**config.mk**
```make
export PLATFORM = sky130hd
export DESIGN_NAME = uart_regs_rx_fifo_irq_unit
export DESIGN_NICKNAME = d
export VERILOG_FILES = /design/src/sv/urfi_pkg.sv /design/src/sv/uart_regs_rx_fifo_irq_unit.sv
export SDC_FILE = /design/constraint.sdc
export NUM_CORES = 2
export LEC_CHECK = 0
export ABC_AREA = 0
export BUFFER_PORTS_ARGS = -buffer_cell sky130_fd_sc_hd__buf_2
export CAP_MARGIN = 20
export CORE_MARGIN = 1.5
export CORE_UTILIZATION = 30
export CTS_BUF_LIST = sky130_fd_sc_hd__clkbuf_16
export CTS_CLUSTER_DIAMETER = 100
export DETAILED_ROUTE_END_ITERATION = 10
export HOLD_SLACK_MARGIN = 0.12
export SYNTH_ARGS = -nofsm -noshare
export SYNTH_HDL_FRONTEND = slang
export SYNTH_SLANG_ARGS = --single-unit
export TNS_END_PERCENT = 10
```
**constraint.sdc**
```tcl
create_clock -name clk -period 9.5 [get_ports clk]
set_input_delay 0.95 -clock clk [delete_from_list [all_inputs] [get_ports clk]]
set_output_delay 0.95 -clock clk [all_outputs]
set_load 0.02 [all_outputs]
```
**src/sv/urfi_pkg.sv**
```systemverilog
// Package with the shared types and constants of the UART register block.
package urfi_pkg;

  // Receive FIFO storage depth and the widths derived from it.
  localparam int FIFO_SLOTS = 256;
  localparam int FIFO_AW    = $clog2(FIFO_SLOTS);
  localparam int FIFO_CW    = FIFO_AW + 1;

  // Ring size register width and its reset value.
  localparam int QSIZE_W = 9;
  localparam logic [QSIZE_W-1:0] QSIZE_RESET = 9'd16;

  // Width wide enough for both the ring size and the FIFO fill count.
  localparam int CAP_W = (FIFO_CW > QSIZE_W) ? FIFO_CW : QSIZE_W;

  // Request kinds on the input channel.
  typedef enum logic [1:0] {
    REQ_READ  = 2'd0,
    REQ_WRITE = 2'd1,
    REQ_RX    = 2'd2,
    REQ_NONE  = 2'd3
  } req_t;

  // Register word offsets.
  localparam logic [3:0] REG_LINE_CTRL  = 4'd0;
  localparam logic [3:0] REG_UART_CTRL  = 4'd1;
  localparam logic [3:0] REG_FIFO_CTRL  = 4'd2;
  localparam logic [3:0] REG_MODEM_CTRL = 4'd3;
  localparam logic [3:0] REG_TRX_STAT   = 4'd4;
  localparam logic [3:0] REG_ERR_STAT   = 4'd5;
  localparam logic [3:0] REG_FIFO_STAT  = 4'd6;
  localparam logic [3:0] REG_MODEM_STAT = 4'd7;
  localparam logic [3:0] REG_TX_DATA    = 4'd8;
  localparam logic [3:0] REG_RX_DATA    = 4'd9;
  localparam logic [3:0] REG_BAUD_DIV   = 4'd10;
  localparam logic [3:0] REG_DIV_SLOT   = 4'd11;
  localparam logic [3:0] REG_INT_PEND   = 4'd12;
  localparam logic [3:0] REG_INT_SRC    = 4'd13;
  localparam logic [3:0] REG_INT_MASK   = 4'd14;

  // Interrupt bits.
  localparam logic [31:0] INT_RXD = 32'h1;
  localparam logic [31:0] INT_ERR = 32'h2;
  localparam logic [31:0] INT_TXD = 32'h4;

  // Status bits of the TX/RX status register.
  localparam logic [2:0] ST_READY  = 3'b001;
  localparam logic [2:0] ST_TXIDLE = 3'b110;
  localparam logic [2:0] ST_RESET  = 3'b110;

  // FIFO control bits: enable, and the two self-clearing reset bits.
  localparam logic [31:0] FCTRL_EN       = 32'h1;
  localparam logic [31:0] FCTRL_RX_RESET = 32'h2;
  localparam logic [31:0] FCTRL_SC_MASK  = 32'h6;

  // Fixed read values.
  localparam logic [31:0] MODEM_STAT_VAL = 32'h1;

endpackage

```
**src/sv/uart_regs_rx_fifo_irq_unit.sv**
```systemverilog
// Top level of the UART register block with receive FIFO and interrupt line.
//
// One request (bus read, bus write or received byte) is taken every clock
// cycle, and its result appears in the output register the cycle after it
// is taken. All control registers update at the accepting edge; the receive
// bytes live in a single-port-write, registered-read memory of FIFO_SLOTS
// bytes, and a pop reads the head entry at the accepting edge so the byte
// is available together with the rest of the result. The input stalls only
// while a result is held and the output is stalled. The receive memory is
// not cleared after reset; the fill count tracks which entries hold data.
module uart_regs_rx_fifo_irq_unit (
  input  logic                             clk,
  input  logic                             rst_n,
  // Input request channel.
  input  logic                             in_valid,
  output logic                             in_stall,
  input  logic [1:0]                       in_req_type,
  input  logic [3:0]                       in_reg_index,
  input  logic [31:0]                      in_write_data,
  input  logic [7:0]                       in_rx_byte,
  // Result channel.
  output logic                             out_valid,
  input  logic                             out_stall,
  output logic [31:0]                      out_read_data,
  output logic                             out_tx_valid,
  output logic [7:0]                       out_tx_byte,
  output logic                             out_irq,
  output logic                             out_bad_access,
  // Configuration port.
  input  logic                             cfg_wr_en,
  input  logic [urfi_pkg::QSIZE_W-1:0]     cfg_wr_data
);

  // Architected registers.
  logic [urfi_pkg::QSIZE_W-1:0] qsize_r;
  logic [31:0] line_ctrl_r, line_ctrl_nxt;
  logic [31:0] uart_ctrl_r, uart_ctrl_nxt;
  logic [31:0] fifo_ctrl_r, fifo_ctrl_nxt;
  logic [31:0] modem_ctrl_r, modem_ctrl_nxt;
  logic [2:0]  trx_stat_r, trx_stat_nxt;
  logic [8:0]  fifo_stat_r, fifo_stat_nxt;
  logic [7:0]  rx_hold_r, rx_hold_nxt;
  logic [31:0] baud_div_r, baud_div_nxt;
  logic [31:0] div_slot_r, div_slot_nxt;
  logic [31:0] int_pend_r, int_pend_nxt;
  logic [31:0] int_src_r, int_src_nxt;
  logic [31:0] int_mask_r, int_mask_nxt;
  logic [urfi_pkg::FIFO_AW-1:0] rx_head_r, rx_head_nxt;
  logic [urfi_pkg::FIFO_CW-1:0] rx_count_r, rx_count_nxt;

  // Receive memory and its registered read data.
  logic [7:0] rx_mem [urfi_pkg::FIFO_SLOTS];
  logic [7:0] rx_q_r;

  // Output register.
  logic        out_valid_r;
  logic [31:0] read_data_r, read_data_nxt;
  logic        pop_sel_r;
  logic        tx_valid_r, tx_valid_nxt;
  logic [7:0]  tx_byte_r, tx_byte_nxt;
  logic        irq_r;
  logic        bad_r, bad_nxt;

  // Request decode and FIFO helpers.
  urfi_pkg::req_t               req;
  logic                         in_go;
  logic                         push;
  logic                         pop;
  logic                         upd;
  logic [urfi_pkg::CAP_W-1:0]   cap;
  logic [urfi_pkg::CAP_W-1:0]   qsize_dec;
  logic [urfi_pkg::CAP_W-1:0]   count_ext;
  logic [urfi_pkg::FIFO_CW-1:0] tail_sum;
  logic [urfi_pkg::FIFO_AW-1:0] tail;
  logic [urfi_pkg::FIFO_AW-1:0] head_inc;
  logic [31:0]                  src_upd;

  assign req      = urfi_pkg::req_t'(in_req_type);
  assign in_stall = out_valid_r && out_stall;
  assign in_go    = in_valid && !in_stall;

  // FIFO capacity: ring size minus one, limited to the storage depth.
  assign qsize_dec = urfi_pkg::CAP_W'(qsize_r) - urfi_pkg::CAP_W'(1);
  assign count_ext = urfi_pkg::CAP_W'(rx_count_r);
  always_comb begin
    if (qsize_r < urfi_pkg::QSIZE_W'(2)) begin
      cap = '0;
    end else if (qsize_dec > urfi_pkg::CAP_W'(urfi_pkg::FIFO_SLOTS)) begin
      cap = urfi_pkg::CAP_W'(urfi_pkg::FIFO_SLOTS);
    end else begin
      cap = qsize_dec;
    end
  end

  // Ring tail and next head positions.
  assign tail_sum = urfi_pkg::FIFO_CW'(rx_head_r) + rx_count_r;
  always_comb begin
    if (tail_sum >= urfi_pkg::FIFO_CW'(urfi_pkg::FIFO_SLOTS)) begin
      tail = urfi_pkg::FIFO_AW'(tail_sum - urfi_pkg::FIFO_CW'(urfi_pkg::FIFO_SLOTS));
    end else begin
      tail = urfi_pkg::FIFO_AW'(tail_sum);
    end
  end
  assign head_inc = (rx_head_r == urfi_pkg::FIFO_AW'(urfi_pkg::FIFO_SLOTS - 1)) ?
                    '0 : rx_head_r + urfi_pkg::FIFO_AW'(1);

  // Request processing: next register values and result fields.
  always_comb begin
    line_ctrl_nxt  = line_ctrl_r;
    uart_ctrl_nxt  = uart_ctrl_r;
    fifo_ctrl_nxt  = fifo_ctrl_r;
    modem_ctrl_nxt = modem_ctrl_r;
    trx_stat_nxt   = trx_stat_r;
    fifo_stat_nxt  = fifo_stat_r;
    rx_hold_nxt    = rx_hold_r;
    baud_div_nxt   = baud_div_r;
    div_slot_nxt   = div_slot_r;
    int_pend_nxt   = int_pend_r;
    int_src_nxt    = int_src_r;
    int_mask_nxt   = int_mask_r;
    rx_head_nxt    = rx_head_r;
    rx_count_nxt   = rx_count_r;
    read_data_nxt  = '0;
    tx_valid_nxt   = 1'b0;
    tx_byte_nxt    = '0;
    bad_nxt        = 1'b0;
    push           = 1'b0;
    pop            = 1'b0;
    upd            = 1'b0;

    case (req)
      urfi_pkg::REQ_READ: begin
        case (in_reg_index)
          urfi_pkg::REG_LINE_CTRL:  read_data_nxt = line_ctrl_r;
          urfi_pkg::REG_UART_CTRL:  read_data_nxt = uart_ctrl_r;
          urfi_pkg::REG_FIFO_CTRL:  read_data_nxt = fifo_ctrl_r;
          urfi_pkg::REG_MODEM_CTRL: read_data_nxt = modem_ctrl_r;
          urfi_pkg::REG_TRX_STAT:   read_data_nxt = 32'(trx_stat_r);
          urfi_pkg::REG_ERR_STAT:   read_data_nxt = '0;
          urfi_pkg::REG_FIFO_STAT: begin
            fifo_stat_nxt = {count_ext >= cap, 8'(rx_count_r)};
            read_data_nxt = 32'(fifo_stat_nxt);
          end
          urfi_pkg::REG_MODEM_STAT: read_data_nxt = urfi_pkg::MODEM_STAT_VAL;
          urfi_pkg::REG_TX_DATA:    read_data_nxt = '0;
          urfi_pkg::REG_RX_DATA: begin
            if ((fifo_ctrl_r & urfi_pkg::FCTRL_EN) != '0) begin
              if (rx_count_r != '0) begin
                // Pop the head byte; the data comes from the memory read.
                pop          = 1'b1;
                rx_head_nxt  = head_inc;
                rx_count_nxt = rx_count_r - urfi_pkg::FIFO_CW'(1);
                if (rx_count_nxt == '0) begin
                  trx_stat_nxt = trx_stat_r & ~urfi_pkg::ST_READY;
                end else begin
                  trx_stat_nxt = trx_stat_r | urfi_pkg::ST_READY;
                end
              end else begin
                // Underflow raises the error interrupt.
                int_src_nxt = int_src_r | urfi_pkg::INT_ERR;
                upd         = 1'b1;
              end
            end else begin
              trx_stat_nxt  = trx_stat_r & ~urfi_pkg::ST_READY;
              read_data_nxt = 32'(rx_hold_r);
            end
          end
          urfi_pkg::REG_BAUD_DIV:   read_data_nxt = baud_div_r;
          urfi_pkg::REG_DIV_SLOT:   read_data_nxt = div_slot_r;
          urfi_pkg::REG_INT_PEND:   read_data_nxt = int_pend_r;
          urfi_pkg::REG_INT_SRC:    read_data_nxt = int_src_r;
          urfi_pkg::REG_INT_MASK:   read_data_nxt = int_mask_r;
          default:                  bad_nxt = 1'b1;
        endcase
      end
      urfi_pkg::REQ_WRITE: begin
        upd = 1'b1;
        case (in_reg_index)
          urfi_pkg::REG_LINE_CTRL:  line_ctrl_nxt = in_write_data;
          urfi_pkg::REG_UART_CTRL:  uart_ctrl_nxt = in_write_data;
          urfi_pkg::REG_FIFO_CTRL: begin
            if ((in_write_data & urfi_pkg::FCTRL_RX_RESET) != '0) begin
              rx_head_nxt  = '0;
              rx_count_nxt = '0;
            end
            fifo_ctrl_nxt = in_write_data & ~urfi_pkg::FCTRL_SC_MASK;
          end
          urfi_pkg::REG_MODEM_CTRL: modem_ctrl_nxt = in_write_data;
          urfi_pkg::REG_TRX_STAT:   ;
          urfi_pkg::REG_ERR_STAT:   ;
          urfi_pkg::REG_TX_DATA: begin
            trx_stat_nxt = trx_stat_r | urfi_pkg::ST_TXIDLE;
            int_src_nxt  = int_src_r | urfi_pkg::INT_TXD;
            tx_valid_nxt = 1'b1;
            tx_byte_nxt  = in_write_data[7:0];
          end
          urfi_pkg::REG_BAUD_DIV:   baud_div_nxt = in_write_data;
          urfi_pkg::REG_DIV_SLOT:   div_slot_nxt = in_write_data;
          urfi_pkg::REG_INT_PEND:   int_src_nxt  = int_src_r & ~in_write_data;
          urfi_pkg::REG_INT_SRC:    int_src_nxt  = in_write_data;
          urfi_pkg::REG_INT_MASK:   int_mask_nxt = in_write_data;
          default: begin
            bad_nxt = 1'b1;
            upd     = 1'b0;
          end
        endcase
      end
      urfi_pkg::REQ_RX: begin
        upd          = 1'b1;
        trx_stat_nxt = trx_stat_r | urfi_pkg::ST_READY;
        if ((fifo_ctrl_r & urfi_pkg::FCTRL_EN) != '0) begin
          // Queue the byte unless the FIFO is full; a full FIFO drops it.
          if (count_ext < cap) begin
            push         = 1'b1;
            rx_count_nxt = rx_count_r + urfi_pkg::FIFO_CW'(1);
          end
          if (rx_count_nxt != '0) begin
            int_src_nxt = int_src_r | urfi_pkg::INT_RXD;
          end
        end else begin
          rx_hold_nxt = in_rx_byte;
          int_src_nxt = int_src_r | urfi_pkg::INT_RXD;
        end
      end
      default: ;
    endcase

    // Interrupt update: TXD follows the FIFO enable, then mask.
    src_upd = int_src_nxt;
    if ((fifo_ctrl_nxt & urfi_pkg::FCTRL_EN) != '0) begin
      src_upd = int_src_nxt | urfi_pkg::INT_TXD;
    end
    if (upd) begin
      int_src_nxt  = src_upd;
      int_pend_nxt = src_upd & ~int_mask_nxt;
    end
  end

  // Configuration register.
  always_ff @(posedge clk) begin
    if (!rst_n) begin
      qsize_r <= urfi_pkg::QSIZE_RESET;
    end else if (cfg_wr_en) begin
      qsize_r <= cfg_wr_data;
    end
  end

  // Register file and FIFO pointers.
  always_ff @(posedge clk) begin
    if (!rst_n) begin
      line_ctrl_r  <= '0;
      uart_ctrl_r  <= '0;
      fifo_ctrl_r  <= '0;
      modem_ctrl_r <= '0;
      trx_stat_r   <= urfi_pkg::ST_RESET;
      fifo_stat_r  <= '0;
      rx_hold_r    <= '0;
      baud_div_r   <= '0;
      div_slot_r   <= '0;
      int_pend_r   <= '0;
      int_src_r    <= '0;
      int_mask_r   <= '0;
      rx_head_r    <= '0;
      rx_count_r   <= '0;
    end else if (in_go) begin
      line_ctrl_r  <= line_ctrl_nxt;
      uart_ctrl_r  <= uart_ctrl_nxt;
      fifo_ctrl_r  <= fifo_ctrl_nxt;
      modem_ctrl_r <= modem_ctrl_nxt;
      trx_stat_r   <= trx_stat_nxt;
      fifo_stat_r  <= fifo_stat_nxt;
      rx_hold_r    <= rx_hold_nxt;
      baud_div_r   <= baud_div_nxt;
      div_slot_r   <= div_slot_nxt;
      int_pend_r   <= int_pend_nxt;
      int_src_r    <= int_src_nxt;
      int_mask_r   <= int_mask_nxt;
      rx_head_r    <= rx_head_nxt;
      rx_count_r   <= rx_count_nxt;
    end
  end

  // Receive memory: write on push, registered read of the head on pop.
  always_ff @(posedge clk) begin
    if (in_go && push) begin
      rx_mem[tail] <= in_rx_byte;
    end
    if (in_go && pop) begin
      rx_q_r <= rx_mem[rx_head_r];
    end
  end

  // Output register valid.
  always_ff @(posedge clk) begin
    if (!rst_n) begin
      out_valid_r <= 1'b0;
    end else if (in_go) begin
      out_valid_r <= 1'b1;
    end else if (!out_stall) begin
      out_valid_r <= 1'b0;
    end
  end

  // Output register payload.
  always_ff @(posedge clk) begin
    if (in_go) begin
      read_data_r <= read_data_nxt;
      pop_sel_r   <= pop;
      tx_valid_r  <= tx_valid_nxt;
      tx_byte_r   <= tx_byte_nxt;
      irq_r       <= int_pend_nxt != '0;
      bad_r       <= bad_nxt;
    end
  end

  assign out_valid      = out_valid_r;
  assign out_read_data  = pop_sel_r ? 32'(rx_q_r) : read_data_r;
  assign out_tx_valid   = tx_valid_r;
  assign out_tx_byte    = tx_byte_r;
  assign out_irq        = irq_r;
  assign out_bad_access = bad_r;

`ifndef NO_ASSERTIONS
  // The fill count never exceeds the storage depth.
  a_count_range: assert property (@(posedge clk) disable iff (!rst_n)
    rx_count_r <= urfi_pkg::FIFO_CW'(urfi_pkg::FIFO_SLOTS))
    else $error("receive FIFO count beyond storage depth");

  // A pop is only issued with bytes in the FIFO.
  a_pop_nonempty: assert property (@(posedge clk) disable iff (!rst_n)
    (in_go && pop) |-> (rx_count_r != '0))
    else $error("receive FIFO popped while empty");

  // A taken request leaves a result in the output register.
  a_result_held: assert property (@(posedge clk) disable iff (!rst_n)
    in_go |=> out_valid_r)
    else $error("accepted request produced no result");

  // Irq in a result agrees with the pending register after the request.
  a_irq_match: assert property (@(posedge clk) disable iff (!rst_n)
    in_go |=> (out_irq == (int_pend_r != '0)))
    else $error("irq disagrees with pending interrupts");
`endif

endmodule

```
==> impl_metrics.ini <==
[detailed_routing]
wl_per_cell_um = 27.82
antenna_left = 0
dr.pass1.iters = 8
drc = 0
vias_per_cell = 5.404
initialDrtViolationCount = 7731
routed_wl_mm = 283.2
vias = 55006

[synth]
synth_seq_cells = 2423
async_flop_share_pct = 0
synth_area_leaders = edfxtp_1, mux4_2, dfxtp_1
synth_mux_area_share_pct = 15.27
synth_top_family_by_area = multiplexers
synth_compound_area_share_pct = 5.200
synth.net_count = 5736
synthXorXnorAreaFrac_pct = 0.1895
syn_area_per_cell_sq_um = 17.18
ys_seq_area_share_pct = 71.64
synth_top_area_share_pct = 64.97
syn_inst = 5648
mappedNetlistArea_sq_mm = 0.09706
synthAdderAreaFrac_pct = 0.3687
synth.largest_area_cell = edfxtp_1
yosysUniqueCellTypes = 81
synth_edf_count = 2100
synth_ff_type = edfxtp_1
synthSimpleGateAreaFrac_pct = 5.532
yosys_warnings = 0

[final_layout]
drive_gt1_share_pct = 20.61
syn2layout_area_growth_pct = 13.39
final_util_pct = 34.24
mostFrequentLayoutCells = edfxtp_1, nand2_1, mux4_2
layout_commonest_cell = edfxtp_1
num-nets-final = 5764

[clocking]
cts.path.max_buffers = 4
htreeDepth = 4
clkSlewWorstSetupHoldPaths_ns = 0.06
cts-root-buf = clkbuf_16
tritoncts = done
cts.repair.resized = 0
worst_skew_pair.late_latency_ns = 0.92
ctsHoldBuffers = 0
clock_sinks = 2423
postCtsSetupBuffers = 0
cts_buffers = 234

[place]
gp_congestion = 0.9067
io_buffer_count = 104
hpwl_mm = 175.0

[grt]
grt_overflow = 0
grt_pass1_wl_mm = 401.4
grt-busiest-layer = met2
grt_pass1_vias = 52853
grt_usage_pct = 16.88
use_met2_pct = 26.31
antenna_found_initial = 20
grt_max_degree = 172
grtUsageMet1_pct = 23.34
use_met3_pct = 4.064

[floorplanning]
fp-row-count = 208
dieArea_sq_mm = 0.3269
top_level_ports = 105
core_sq_mm = 0.3214
dieWidth_um = 571.8
die_y_um = 571.8
start_util_pct = 30.20

[sta]
tightest_slew_ns = 1.287
fmax_ghz = 0.1536
hold_viol = 0
rsz0062_at_grt = no
post-route-period-util_pct = 68.55
drv_slew = 0
setup_viol = 0
clock_skew_ns = 0.1053
relSlewSlack_pct = 13.86
period_needed_ns = 6.512
setup-tns-final_ns = 0
hold_slack_ns = 0.3352

[critical_path]
arrival_ns = 7.02
cp_slowest_cell = nor2_1
startpoint_type = register
ff2ff_path_depth = 19
path_max_fanout = 15
critPathKind = reg -> reg
cp_cell_sequence = inv_1, ha_1, inv_1, a21oi_1, a21oi_1, o32a_1, o21ai_0, o31a_1, nand2_1, ha_1, a21o_1, a21o_1, a221oi_2, buf_4, nand3_1, or3b_2, nor2_1, nand2_1, nor2_1
reg2reg_from = qsize_r[1]
required_ns = 10.01
reg2reg_setup_slack_ns = 2.99
critPathCaptureType = register
critPathMaxStageDelay_ns = 0.97
rr_endpoint = rx_mem[209][7]

[worst_hold_path]
holdPathStages = 2
min_path_type = in -> reg
hold_path_startpoint = in_valid
min_to = out_valid

[run_status]
status = complete, no violations

[power]
vdd_drop_max_mv = 0.1498
totalPowerFinal_mw = 21.79
powerDensity_mw_per_mm2 = 198.0
p_leak_nw = 32.75

[job]
maxCapViolCount = 0
[cell families (layout without fill, tap and decap cells)]
logic type      after synthesis  in the layout
buf+inv                     435            649
fa+ha+maj                    28             28
other cells                   0             12
compound gates              765            765
flops                      2423           2423
mux                         694            694
xor+xnor                     21             21
simple gates               1282           1282
[how the worst max path moves through the flow]
stage,from,endpoint,cells after the start
6_report,qsize_r[1],rx_mem[209][7],19
4_1_cts,qsize_r[1],rx_mem[146][1],19
5_1_grt,qsize_r[1],rx_mem[209][7],19
2_1_floorplan,qsize_r[0],rx_mem[13][0],14
3_3_place_gp,qsize_r[1],rx_mem[54][0],19
3_5_place_dp,qsize_r[1],rx_mem[146][4],19
[layout make-up]
class,count,area (sq um)
clock inverter,185,1702
tap,4305,5386
clock buffer,237,5931
fill,29969,211400
antenna,12,30.03
multi-input combinational,2790,25900
timing repair buffer,199,1435
sequential,2423,69540
inverter,28,120.1
[registers in the layout, summed over array words and instances (netlist names), 9 cells and up]
signal,flops
rx_mem,2048
baud_div_r,32
div_slot_r,32
int_mask_r,32
int_pend_r,32
int_src_r,32
line_ctrl_r,32
modem_ctrl_r,32
read_data_r,32
uart_ctrl_r,32
fifo_ctrl_r,30
count_ext,9
qsize_r,9
[power breakdown]
| group | total, mW | switching, mW | internal [mW] | leakage, nW |
|---|---|---|---|---|
| Clock | 9.36 | 4.01 | 5.35 | 3.85 |
| Combinational | 0.811 | 0.588 | 0.223 | 7.38 |
| Sequential | 11.6 | 0.0385 | 11.6 | 21.5 |
| Total | 21.8 | 4.64 | 17.2 | 32.8 |
[per-stage QoR]
stage	std cells	area [sq um]	setup slack, ns
finish	10179	110000	2.988
global route	10169	110000	2.808
CTS	10163	110000	3.068
detailed placement	9741	102300	3.034
global placement	9740	102300	3.067
floorplan	5648	97060	5.136
[Yosys cell counts, drive strengths merged (8+ instances only)]
cell	count
a211oi	46
a21oi	296
a221oi	39
a222oi	31
a22o	43
a22oi	78
a31oi	37
and2	25
and3	24
buf	104
clkbuf	303
dfxtp	323
edfxtp	2100
ha	27
inv	26
mux2	11
mux2i	55
mux4	628
nand2	633
nand2b	9
nand3	35
nand4	13
nor2	419
nor2b	34
nor3	35
nor4	8
o211ai	9
o21a	14
o21ai	68
o22ai	25
or3	16
xnor2	14
[layer usage]
layer | routed length [um] | vias to the layer above | share of wire, %
met5 | 67 | - | 0.024
met4 | 8205 | 10 | 2.9
met3 | 29940 | 441 | 11
met2 | 129800 | 3389 | 46
met1 | 115200 | 28650 | 41
li1 | - | 22516 | -
[worst max-delay path, delay by kind of cell (launching register included)]
family                   cells  cell delay [ns]
buffers and inverters        3             0.45
AND/OR/NAND/NOR              6             3.34
adder cells (fa/ha/maj)      2             0.59
AO/OA/AOI/OAI                8             1.49
flip-flops                   1             0.33
Power figures use the tool's default switching activity.
